`config.mk`:
```
export PLATFORM = sky130hd
export DESIGN_NAME = sliding_window_anagram_match
export DESIGN_NICKNAME = d
export VERILOG_FILES = /design/src/sv/swam_pkg.sv /design/src/sv/swam_ram.sv /design/src/sv/swam_bins.sv /design/src/sv/sliding_window_anagram_match.sv
export SDC_FILE = /design/constraint.sdc
export NUM_CORES = 1
export LEC_CHECK = 0
export BUFFER_PORTS_ARGS = -buffer_cell sky130_fd_sc_hd__clkbuf_2
export CAP_MARGIN = 5
export CORE_UTILIZATION = 30
export DETAILED_ROUTE_END_ITERATION = 16
export SYNTH_ARGS = -nofsm -noshare
export SYNTH_HDL_FRONTEND = slang
export SYNTH_SLANG_ARGS = --single-unit
```
`constraint.sdc`:
```
create_clock -name clock -period 7.1 [get_ports clock]
set_input_delay 0.355 -clock clock [delete_from_list [all_inputs] [get_ports clock]]
set_output_delay 0.355 -clock clock [all_outputs]
set_load 0.02 [all_outputs]
```
`src/sv/swam_pkg.sv`:
```
// Shared constants and types for the sliding-window anagram matcher.
package swam_pkg;

   localparam int MAX_PATTERN = 64;
   localparam int ALPHABET    = 26;

   localparam int FUNC_W   = 2;
   localparam int LETTER_W = 5;
   localparam int CNT_W    = $clog2(MAX_PATTERN + 1);
   localparam int RING_AW  = (MAX_PATTERN > 1) ? $clog2(MAX_PATTERN) : 1;
   localparam int DIFF_W   = CNT_W + 1;
   localparam int BACK_W   = CNT_W + 1;

   localparam logic [FUNC_W-1:0] FUNC_CLEAR   = 2'd0;
   localparam logic [FUNC_W-1:0] FUNC_PATTERN = 2'd1;
   localparam logic [FUNC_W-1:0] FUNC_TEXT    = 2'd2;

   typedef struct packed {
      logic                clear;
      logic                pat_inc;
      logic                win_inc;
      logic                win_dec;
      logic [LETTER_W-1:0] inc_letter;
      logic [LETTER_W-1:0] dec_letter;
   } bin_ctrl_type;

endpackage

```
`src/sv/swam_ram.sv`:
```
// Generic single-write, single-read RAM with registered read data.
module swam_ram #(
   parameter int WIDTH = 8,
   parameter int DEPTH = 64
) (
   input  logic                                    clock,
   input  logic                                    wr_en,
   input  logic [((DEPTH > 1) ? $clog2(DEPTH) : 1)-1:0] wr_addr,
   input  logic [WIDTH-1:0]                        wr_data,
   input  logic [((DEPTH > 1) ? $clog2(DEPTH) : 1)-1:0] rd_addr,
   output logic [WIDTH-1:0]                        rd_data
);

   logic [WIDTH-1:0] mem_ff [DEPTH];
   logic [WIDTH-1:0] rd_data_ff;

   always_ff @(posedge clock) begin
      if (wr_en) begin
         mem_ff[wr_addr] <= wr_data;
      end
      rd_data_ff <= mem_ff[rd_addr];
   end

   assign rd_data = rd_data_ff;

endmodule

```
`src/sv/swam_bins.sv`:
```
// Per-letter lanes holding window minus pattern counts, with all-equal detect.
module swam_bins (
   input  logic                  clock,
   input  logic                  reset,
   input  swam_pkg::bin_ctrl_type ctrl,
   output logic                  all_equal_next
);

   logic [swam_pkg::DIFF_W-1:0] diff_ff [swam_pkg::ALPHABET];
   logic [swam_pkg::DIFF_W-1:0] diff_in [swam_pkg::ALPHABET];
   logic [swam_pkg::ALPHABET-1:0] zero_in;

   for (genvar i = 0; i < swam_pkg::ALPHABET; i++) begin : g_lane
      logic hit_inc;
      logic hit_dec;
      logic up;
      logic down;

      assign hit_inc = (ctrl.inc_letter == swam_pkg::LETTER_W'(i));
      assign hit_dec = (ctrl.dec_letter == swam_pkg::LETTER_W'(i));
      // pattern letter lowers the difference, window letters move it both ways
      assign up   = ctrl.win_inc && hit_inc;
      assign down = (ctrl.pat_inc && hit_inc) ^ (ctrl.win_dec && hit_dec);

      always_comb begin
         if (ctrl.clear) begin
            diff_in[i] = '0;
         end else if (up && !down) begin
            diff_in[i] = diff_ff[i] + swam_pkg::DIFF_W'(1);
         end else if (down && !up) begin
            diff_in[i] = diff_ff[i] - swam_pkg::DIFF_W'(1);
         end else begin
            diff_in[i] = diff_ff[i];
         end
      end

      assign zero_in[i] = (diff_in[i] == '0);

      always_ff @(posedge clock) begin
         if (reset) begin
            diff_ff[i] <= '0;
         end else begin
            diff_ff[i] <= diff_in[i];
         end
      end
   end

   assign all_equal_next = &zero_in;

endmodule

```
`src/sv/sliding_window_anagram_match.sv`:
```
// Top level of the sliding-window anagram matcher.
//
//  channel | ports                                   | role
//  --------+-----------------------------------------+------------------------------
//  req     | req_valid req_stall req_func req_letter | clear / pattern / text items
//  rsp     | rsp_valid rsp_stall rsp_window_full     | one per in-range text item
//          | rsp_window_match rsp_found              |
//
//  One transaction per cycle: one short combinational pass between the input
//  register and the result register; a result is offered once its request is
//  processed. Synchronous active-high reset clears control state and bin
//  lanes; the history ring is not cleared, as only entries written since the
//  last clear are read. A stalled result holds the pipeline, and the input
//  register takes a new transaction whenever the result register moves.
module sliding_window_anagram_match (
   input  logic                          clock,
   input  logic                          reset,
   input  logic                          req_valid,
   output logic                          req_stall,
   input  logic [swam_pkg::FUNC_W-1:0]   req_func,
   input  logic [swam_pkg::LETTER_W-1:0] req_letter,
   output logic                          rsp_valid,
   input  logic                          rsp_stall,
   output logic                          rsp_window_full,
   output logic                          rsp_window_match,
   output logic                          rsp_found
);

   // input register
   logic                          in_valid_ff;
   logic [swam_pkg::FUNC_W-1:0]   in_func_ff;
   logic [swam_pkg::LETTER_W-1:0] in_letter_ff;

   // search state
   logic [swam_pkg::RING_AW-1:0] ptr_ff,  ptr_in;
   logic [swam_pkg::CNT_W-1:0]   plen_ff, plen_in;
   logic [swam_pkg::CNT_W-1:0]   fill_ff, fill_in;
   logic                         text_ff, text_in;
   logic                         found_ff, found_in;

   // ring read-during-write bypass
   logic                          byp_ff;
   logic [swam_pkg::LETTER_W-1:0] byp_data_ff;

   // result register
   logic rsp_valid_ff;
   logic full_ff, match_ff, found_out_ff;

   logic advance, proc, letter_ok;
   logic clr_ev, pat_ev, txt_ev, win_ev, remove;
   logic full_now, match_now, all_equal_next;
   logic [swam_pkg::BACK_W-1:0]   back_sum;
   logic [swam_pkg::RING_AW-1:0]  rd_addr;
   logic [swam_pkg::LETTER_W-1:0] ring_rd, gone;
   swam_pkg::bin_ctrl_type        bin_ctrl;

   // pipeline moves whenever the result register is empty or being taken
   assign advance   = !rsp_valid_ff || !rsp_stall;
   assign req_stall = in_valid_ff && !advance;
   assign proc      = in_valid_ff && advance;

   always_ff @(posedge clock) begin
      if (reset) begin
         in_valid_ff <= 1'b0;
      end else if (!req_stall) begin
         in_valid_ff <= req_valid;
      end
   end

   always_ff @(posedge clock) begin
      if (req_valid && !req_stall) begin
         in_func_ff   <= req_func;
         in_letter_ff <= req_letter;
      end
   end

   // decode of the transaction in the input register
   assign letter_ok = (in_letter_ff < swam_pkg::LETTER_W'(swam_pkg::ALPHABET));

   always_comb begin
      clr_ev = 1'b0;
      pat_ev = 1'b0;
      txt_ev = 1'b0;
      unique case (in_func_ff)
         swam_pkg::FUNC_CLEAR:   clr_ev = proc;
         swam_pkg::FUNC_PATTERN: pat_ev = proc && letter_ok && !text_ff &&
                                          (plen_ff < swam_pkg::CNT_W'(swam_pkg::MAX_PATTERN));
         swam_pkg::FUNC_TEXT:    txt_ev = proc && letter_ok;
         default: ;
      endcase
   end

   // empty pattern: text is reported but the window never moves
   assign win_ev = txt_ev && (plen_ff != '0);
   assign remove = win_ev && (fill_ff >= plen_ff);

   // oldest letter of a full window; bypass covers a ring write that the registered read has not yet seen
   assign gone = byp_ff ? byp_data_ff : ring_rd;

   always_comb begin
      bin_ctrl.clear      = clr_ev;
      bin_ctrl.pat_inc    = pat_ev;
      bin_ctrl.win_inc    = win_ev;
      bin_ctrl.win_dec    = remove;
      bin_ctrl.inc_letter = in_letter_ff;
      bin_ctrl.dec_letter = gone;
   end

   swam_bins u_bins (
      .clock          (clock),
      .reset          (reset),
      .ctrl           (bin_ctrl),
      .all_equal_next (all_equal_next)
   );

   always_comb begin
      ptr_in   = ptr_ff;
      plen_in  = plen_ff;
      fill_in  = fill_ff;
      text_in  = text_ff;
      found_in = found_ff;
      if (clr_ev) begin
         ptr_in   = '0;
         plen_in  = '0;
         fill_in  = '0;
         text_in  = 1'b0;
         found_in = 1'b0;
      end else begin
         if (pat_ev) begin
            plen_in = plen_ff + swam_pkg::CNT_W'(1);
         end
         if (txt_ev) begin
            text_in = 1'b1;
         end
         if (win_ev) begin
            if (!remove) begin
               fill_in = fill_ff + swam_pkg::CNT_W'(1);
            end
            if (ptr_ff == swam_pkg::RING_AW'(swam_pkg::MAX_PATTERN - 1)) begin
               ptr_in = '0;
            end else begin
               ptr_in = ptr_ff + swam_pkg::RING_AW'(1);
            end
         end
         if (txt_ev && match_now) begin
            found_in = 1'b1;
         end
      end
   end

   assign full_now  = (fill_in == plen_ff);
   assign match_now = full_now && all_equal_next;

   // prefetch the slot that leaves the window on the next text letter
   assign back_sum = swam_pkg::BACK_W'(ptr_in) + swam_pkg::BACK_W'(swam_pkg::MAX_PATTERN)
                     - swam_pkg::BACK_W'(plen_in);
   always_comb begin
      if (back_sum >= swam_pkg::BACK_W'(swam_pkg::MAX_PATTERN)) begin
         rd_addr = swam_pkg::RING_AW'(back_sum - swam_pkg::BACK_W'(swam_pkg::MAX_PATTERN));
      end else begin
         rd_addr = swam_pkg::RING_AW'(back_sum);
      end
   end

   swam_ram #(
      .WIDTH (swam_pkg::LETTER_W),
      .DEPTH (swam_pkg::MAX_PATTERN)
   ) u_ring (
      .clock   (clock),
      .wr_en   (win_ev),
      .wr_addr (ptr_ff),
      .wr_data (in_letter_ff),
      .rd_addr (rd_addr),
      .rd_data (ring_rd)
   );

   always_ff @(posedge clock) begin
      if (reset) begin
         ptr_ff   <= '0;
         plen_ff  <= '0;
         fill_ff  <= '0;
         text_ff  <= 1'b0;
         found_ff <= 1'b0;
         byp_ff   <= 1'b0;
      end else begin
         ptr_ff   <= ptr_in;
         plen_ff  <= plen_in;
         fill_ff  <= fill_in;
         text_ff  <= text_in;
         found_ff <= found_in;
         byp_ff   <= win_ev && (rd_addr == ptr_ff);
      end
   end

   always_ff @(posedge clock) begin
      byp_data_ff <= in_letter_ff;
   end

   // result register
   always_ff @(posedge clock) begin
      if (reset) begin
         rsp_valid_ff <= 1'b0;
      end else if (advance) begin
         rsp_valid_ff <= txt_ev;
      end
   end

   always_ff @(posedge clock) begin
      if (txt_ev) begin
         full_ff      <= full_now;
         match_ff     <= match_now;
         found_out_ff <= found_in;
      end
   end

   assign rsp_valid        = rsp_valid_ff;
   assign rsp_window_full  = full_ff;
   assign rsp_window_match = match_ff;
   assign rsp_found        = found_out_ff;

endmodule
```
==> summary.txt, run 1 <==
Worst setup path
  – WS Path Type: reg2reg
  – Crit end category: flip-flop
  – Slowest CP cell: fa_4
  – CP startpoint kind: flip-flop
  – Crit-path max cell delay: 1.37 ns
  – Crit path cell chain: inv_1 -> ha_1 -> or4b_4 -> o211ai_4 -> nor2_2 -> nand3_1 -> o21ai_0 -> nand2b_1 -> ha_4 -> inv_1 -> fa_4 -> mux4_2 -> mux4_2 -> nor2b_1 -> a211oi_1 -> a21oi_1
  – Data arrival time of the worst path: ~6 ns
  – CP max FO: 54
  – Required time worst endpoint: ~7.6 ns

Synthesis
  – Distinct cells, synth: 100
  – Yosys warning total: 0
  – Synthesized area: a little over 30,000 µm²
  – EDFF count, synth: 330
  – Synthesized area per cell: between 10 and 15 µm²
  – Seq/Total Area, Yosys: about half
  – Most used flip-flop cell after synthesis: edfxtp_1
  – Mapped Cells: 2,840
  – Yosys reg bits: around 570
  – Post-synth ARST share: 0%
  – Net count after synthesis: 2,920

Floorplan
  – Die ar.: 102,900 µm²
  – Die W: 320.8 µm
  – Die height: between 300 and 400 µm
  – Core box area: 100,400 µm²
  – IO Pins: 16
  – Starting density of the core: between 30% and 40%
  – Row count: roughly 120

Route
  – Initial DRC count: between 2,000 and 3,000
  – Routed WL per cell: roughly 22 µm
  – Drt first pass iters: 6
  – Total wire length: 94,410 µm
  – Via count: 23,388
  – Antenna Nets Post-Route: 0
  – DR DRC count: 0
  – Vias per std cell: around 5.5

Timing
  – Minimum clock period: 5.593 ns
  – Max Slew Vio Count: 0
  – Final setup viols: 0
  – Max Fclk: between 150 and 200 MHz
  – Worst slew pin tran: 1.434 ns
  – Setup total negative slack: 0 ns
  – Rel. slew slack: under 10%
  – PnR worst setup slack: about 1.5 ns
  – Layout Skew: 0.03701 ns
  – Final period utilization: 78.78%
  – Unrepaired setup endpoints after global routing: false
  – Final Hold Violating Endpoints: 0

Layout
  – Fin nets: 2,891
  – Layout cell share with drive strength beyond 1: 10.92%
  – FF/Latch Area: around 15,000 µm²
  – Commonest cells after routing, fill and taps aside: edfxtp_1 (330), nor2_1 (309), dfxtp_1 (243), nand2_1 (206), xnor2_1 (159)
  – Fillers: 10,139
  – Most common cell after layout, fill and taps aside: edfxtp_1
  – Area delta synth->final: 11.75%
  – Post-Route Utilization: 33.93%
  – Design area: roughly 34,000 µm²
  – Area of the multi-input gates: 14,870 µm²

Global route
  – Global-route usage over all layers: 18.04%
  – Largest net degree at the start of global routing: 81
  – Total grt overflow: 0
  – First-pass GRT wire length: roughly 140,000 µm
  – Initial antenna violation count: 7
  – Vias in the first global route: 21,724

Hold path
  – HP Class: in2reg

Clock network
  – Resized Gates After CTS: 0
  – CTS tree: built
  – Num CTS Buffers: 60
  – Clock-pin slew on the worst setup and hold paths: 0.07 ns
  – H-tree lvl count: 2
  – Clk root buf: clkbuf_16
  – Worst-Skew Late Latency: 0.67 ns
  – Hold-fix buffers at CTS: 7
  – Post-CTS Setup Bufs: 0
  – Clk buf depth: 3
  – Num Clock Sinks: 573

Pwr
  – VDD IR max: between 0.2 and 0.25 mV
  – Switching Share: 24.17%
  – Comb power frac: 6.4%
  – Clock Power Share: 43.8%
  – P_sw: 1727 µW
  – Sequential power share: 49.7%
  – Internal power: 5417 µW
  – Leak pwr: 0.01152 µW
  – Power Dens Cells: 209.6 nW/µm²

Placement
  – Input/output buffers: 15
  – Detail Placement HPWL: 65,950 µm
  – Place WS: 1.553 ns
  – GPL Wtd Cong: 0.9911
  – Dpl cell area: 32,070 µm²

Status
  – Outcome: complete, no violations

Job
  – MaxCap Viol Count: 0
-- metrics by stage --
stage	power [µW]	hold WS (ns)	instances
final	7143	0.05282	4217
after global routing	7330	0.05894	4215
after CTS	7184	0.02460	4215
after detailed placement	4075	0.4793	4099
after global placement	4071	0.4498	4099
after floorplan	3904	0.4414	2840
-- worst max-delay path: cells and delay by family, from the launching register on --
kind / cells / cell delay [ns]
simple gates: 5 / 0.89
fa+ha+maj: 3 / 1.73
compound gates: 4 / 1.21
flops: 1 / 0.46
mux: 2 / 0.92
buf+inv: 2 / 0.14
-- layout make-up --
class / count / share of cell area [%]
clock inverters: 37 / 1.046
clock buffers: 72 / 4.626
flip-flops and latches: 573 / 43.36
diodes: 2 / 0.01469
multi-input cells: 2027 / 43.65
repair buffers: 61 / 1.359
inverters: 88 / 0.9693
well taps: 1357 / 4.983
-- worst paths after layout --
| path | start | endpoint | slack [ns] | cells past startpoint |
|---|---|---|---|---|
| max | plen_ff[0]$_SDFF_PP0_ | u_ring.rd_data[3]$_DFF_P_ | 1.51 | 16 |
| min | rsp_stall | rsp_valid$_SDFFE_PP0N_ | 0.05 | 3 |
| max reg2reg | plen_ff[0]$_SDFF_PP0_ | u_ring.rd_data[3]$_DFF_P_ | 1.51 | 16 |
| min reg2reg | found_ff$_SDFF_PP0_ | found_ff$_SDFF_PP0_ | 0.50 | 1 |
-- cells in the mapped netlist, types with 34 or more instances --
master    number  area share [%]
o21ai_0       48            0.79
dfxtp_1      243              16
inv_1         88             1.1
clkbuf_1     103             1.3
xnor2_1      161             4.6
edfxtp_1     330              32
nand3_1      100             1.6
mux2i_1       58             1.9
a21oi_1       63             1.0
a31oi_1       34            0.70
nor2_1       312             3.8
nor4_1        83             1.7
xor2_1        59             1.7
and2_1        88             1.8
nor3_1        97             1.6
nand2_1      206             2.5
nand4_1       67             1.4
ha_1          68             2.8
and3_1        49             1.0
mux4_2       100             7.4
-- flip-flops by register name (all words and copies together) (netlist names) --
| signal | cells |
|---|---|
| byp_data_ff | 5 |
| rsp_valid | 1 |
| rsp_window_full | 1 |
| text_ff | 1 |
| in_letter_ff | 5 |
| ptr_ff | 6 |
| fill_ff | 7 |
| in_func_ff | 2 |
| plen_ff | 7 |
| rsp_window_match | 1 |
| in_valid_ff | 1 |
| u_bins.diff_ff | 208 |
| u_ring.rd_data | 5 |
| found_ff | 1 |
| rsp_found | 1 |
| u_ring.mem_ff | 320 |
| byp_ff | 1 |
-- metal layers --
layer / routed length, µm / global-route usage, % / part of all wire (%) / vias up
met2: 41150 / 27.15 / 44 / 1118
met4: 3782 / 7.026 / 4.0 / 6
met3: 8082 / 3.413 / 8.6 / 208
li1: - / - / - / 10597
met1: 41350 / 25.47 / 44 / 11459
met5: 41 / 0 / 0.043 / -
-- cells by family (layout without fill, tap and decap cells) --
family	count (synthesis)	count (layout)	share of synthesized area (%)
buffers and inverters	240	258	3.135
flip-flops	573	573	48.45
other	0	2	0
multiplexers	160	160	9.364
adder cells (fa/ha/maj)	80	80	3.217
AND/OR/NAND/NOR	1170	1170	19.81
AO/OA/AOI/OAI	397	397	9.708
XOR/XNOR	220	220	6.319
-- power by group through the flow --
stage	Sequential (µW)	Combinational [µW]	Clock, µW
floorplan	3630	278	0
global placement	3620	447	0
detailed placement	3620	451	0
CTS	3550	455	3180
global route	3550	485	3290
finish	3550	460	3130
Note: power is estimated with default switching activity, not from simulation.
==> inputs of run 2 (changes only) <==
Clock period 7.1 ns to 5.8 ns, I/O delays scaled along.
==> run 2 against run 1 <==
  * Cell count rose by 0.76%
  * Critical endpoint is now rsp_found$_DFFE_PP_
  * Largest cell class unchanged
  * Non-clock buffer count up 34
  * Power grew 24%
  * Maximum frequency grew 0.35%
  * Critical path type unchanged
  * Critical path depth is 1 lower
  * Sequential cell count did not move
==> summary.txt, run 2 (synthesized netlist as in run 1, its figures left out) <==
Status
  – Outcome: complete, no violations

Clock network
  – Post-CTS Setup Bufs: 0 (unchanged)
  – Num Clock Sinks: 573 (unchanged)
  – Num CTS Buffers: 57 (-5.0%)
  – Clk root buf: clkbuf_16
  – Clock-pin slew on the worst setup and hold paths: 0.07 ns (about the same)
  – Worst-Skew Late Latency: 0.66 ns (about the same)
  – CTS tree: built
  – H-tree lvl count: 2 (unchanged)
  – Clk buf depth: 3 (unchanged)

Route
  – Antenna Nets Post-Route: 0 (unchanged)
  – Total wire length: 94,660 µm (+0.26%)
  – Via count: 23,289 (-0.42%)
  – Drt first pass iters: 6 (unchanged)
  – Vias per std cell: 5.481 (-1.2%)
  – Routed WL per cell: 22.28 µm (-0.49%)
  – Initial DRC count: 2,752 (+9.1%)
  – DR DRC count: 0 (unchanged)

Floorplan
  – Starting density of the core: 30.36% (unchanged)
  – IO Pins: 16 (unchanged)
  – Core box area: 100,400 µm² (unchanged)
  – Die W: 320.8 µm (unchanged)
  – Die height: 320.8 µm (unchanged)
  – Die ar.: 102,900 µm² (unchanged)
  – Row count: 116 (unchanged)

Timing
  – Layout Skew: 0.03483 ns (-0.002184 ns)
  – Final period utilization: 96.10% (+17 points)
  – Final Hold Violating Endpoints: 0 (unchanged)
  – Max Slew Vio Count: 0 (unchanged)
  – Minimum clock period: 5.574 ns (-0.01958 ns)
  – Rel. slew slack: 21.92% (+18 points)
  – Unrepaired setup endpoints after global routing: false
  – Final setup viols: 0 (unchanged)
  – PnR worst setup slack: 0.2262 ns (-1.280 ns)
  – Setup total negative slack: 0 ns (unchanged)
  – Max Fclk: 179.4 MHz (+0.35%)
  – Worst slew pin tran: 1.166 ns (-0.2680 ns)

Pwr
  – VDD IR max: 0.2590 mV (+22%)
  – Total Power: 8835 µW (+24%)
  – Power Dens Cells: 256.7 nW/µm² (+22%)
  – Leak pwr: 0.01175 µW (+2.0%)

Worst setup path
  – Crit end category: flip-flop
  – CP startpoint kind: flip-flop
  – Reg2reg start: plen_ff[1]$_SDFF_PP0_
  – Worst reg2reg setup slack: 0.23 ns (-1.28 ns)
  – WS Path Type: reg2reg
  – Data arrival time of the worst path: 6.11 ns (+0.03 ns)
  – CP max FO: 39 (-28%)
  – Worst R2R Path Depth: 15 (-1)
  – Critical R2R Capture: rsp_found$_DFFE_PP_
  – Required time worst endpoint: 6.33 ns (-1.26 ns)

Placement
  – Detail Placement HPWL: 67,210 µm (+1.9%)
  – Place WS: 0.4439 ns (-1.109 ns)
  – Dpl cell area: 32,330 µm² (+0.82%)
  – Input/output buffers: 15 (unchanged)
  – DP Cell Count: 4,131 (+0.78%)
  – GPL Wtd Cong: 0.9841 (-0.71%)

Hold path
  – WHS Path Cells: 3 (unchanged)
  – Hold path endpoint: rsp_valid$_SDFFE_PP0N_
  – HP Class: in2reg
  – Min-delay src: rsp_stall

Layout
  – Max FFs per register: 320 (unchanged)
  – FF/Latch Area: 14,770 µm² (unchanged)
  – Biggest register: u_ring.mem_ff
  – Design area: 34,410 µm² (+0.99%)
  – Fillers: 10,087 (-0.51%)
  – Fin nets: 2,922 (+1.1%)
  – Layout Cells excl Fill: 4,249 (+0.76%)
  – Layout cell share with drive strength beyond 1: 12.14% (+1.2 points)
  – Area of the multi-input gates: 14,860 µm² (about the same)
  – Most common cell after layout, fill and taps aside: edfxtp_1
  – Biggest regs: u_ring.mem_ff (320), u_bins.diff_ff (208)
  – Area delta synth->final: 12.86%
  – Commonest cells after routing, fill and taps aside: edfxtp_1 (330), nor2_1 (309), dfxtp_1 (243), nand2_1 (206), xnor2_1 (159)

Job
  – MaxCap Viol Count: 0 (unchanged)

Global route
  – First-pass GRT wire length: 142,400 µm (+0.51%)
  – Initial antenna violation count: 2 (-5)
  – Vias in the first global route: 21,976 (+1.2%)
  – Global-route usage over all layers: 18.18% (+0.14 points)
  – Total grt overflow: 0 (unchanged)
  – Largest net degree at the start of global routing: 74 (-8.6%)
-- run 2: cell count changes in the layout (fill, tap and decap cells not counted), moves of 3 or more --
cell / previous run / this run
buf_4: 37 / 67
clkinv_1: 12 / 4
clkinv_2: 8 / 15
clkbuf_8: 3 / 9
buf_12: 2 / 5
clkinvlp_4: 6 / 3
-- run 2: repair_timing --
item,CTS,global route
hold buffers,9,0
endpoints found under the hold margin,9,0
gates resized for setup,0,1
setup endpoints to repair,0,2
-- run 2: metrics by stage --
stage | util, % | hold WS (ns)
after floorplan | - | 0.3889
after global placement | 32.19 | 0.4510
after detailed placement | 32.19 | 0.4604
after CTS | 34.26 | 0.01881
after global routing | 34.26 | 0.06754
final | 34.26 | 0.05366
-- run 2: cell type report --
class / count / area share, %
inverters: 88 / 0.9599
flip-flops and latches: 573 / 42.93
clock inverters: 33 / 1.040
diodes: 1 / 0.007272
well taps: 1357 / 4.934
clock buffers: 75 / 4.727
repair buffers: 95 / 2.218
multi-input cells: 2027 / 43.18
-- run 2: layer usage --
metal | wire, µm | track usage, % | vias to the layer above | share of wire, %
met5 | 0 | 0 | - | 0
met4 | 4000 | 7.545 | 0 | 4.2
met3 | 8167 | 3.293 | 188 | 8.6
met2 | 40920 | 27.49 | 1075 | 43
met1 | 41570 | 25.49 | 11345 | 44
li1 | - | - | 10681 | -
-- run 2: how the worst max path moves through the flow --
stage | depth (start not counted) | endpoint | from | slack, ns
floorplan | 19 | u_ring.rd_data[4]$_DFF_P_ | in_letter_ff[4]$_DFFE_PP_ | 0.03
detailed placement | 15 | rsp_found$_DFFE_PP_ | fill_ff[0]$_SDFF_PP0_ | 0.44
global route | 15 | rsp_found$_DFFE_PP_ | plen_ff[1]$_SDFF_PP0_ | 0.16
CTS | 15 | rsp_found$_DFFE_PP_ | fill_ff[0]$_SDFF_PP0_ | 0.40
global placement | 15 | rsp_found$_DFFE_PP_ | fill_ff[0]$_SDFF_PP0_ | 0.58
finish | 15 | rsp_found$_DFFE_PP_ | plen_ff[1]$_SDFF_PP0_ | 0.23
-- run 2: worst max-delay path, stage by stage, from the launching register on --
cell and delay (ns):
dfxtp_1 0.37, inv_1 0.15, ha_1 0.18, nor4b_1 0.90, a211oi_4 0.16, buf_4 0.33
and3_1 0.29, nor4b_1 0.45, a32oi_1 0.22, xnor2_1 0.18, nor4_1 0.85, nand3_1 0.21
nor3_1 0.41, nand3_1 0.22, nor4_2 0.36, o21a_1 0.14
-- run 2: power by group --
part / internal (µW) / leakage, µW / switching (µW)
clock: 2210 / 0.000976 / 1690
sequential: 4310 / 0.00493 / 44.8
combinational: 202 / 0.00584 / 372
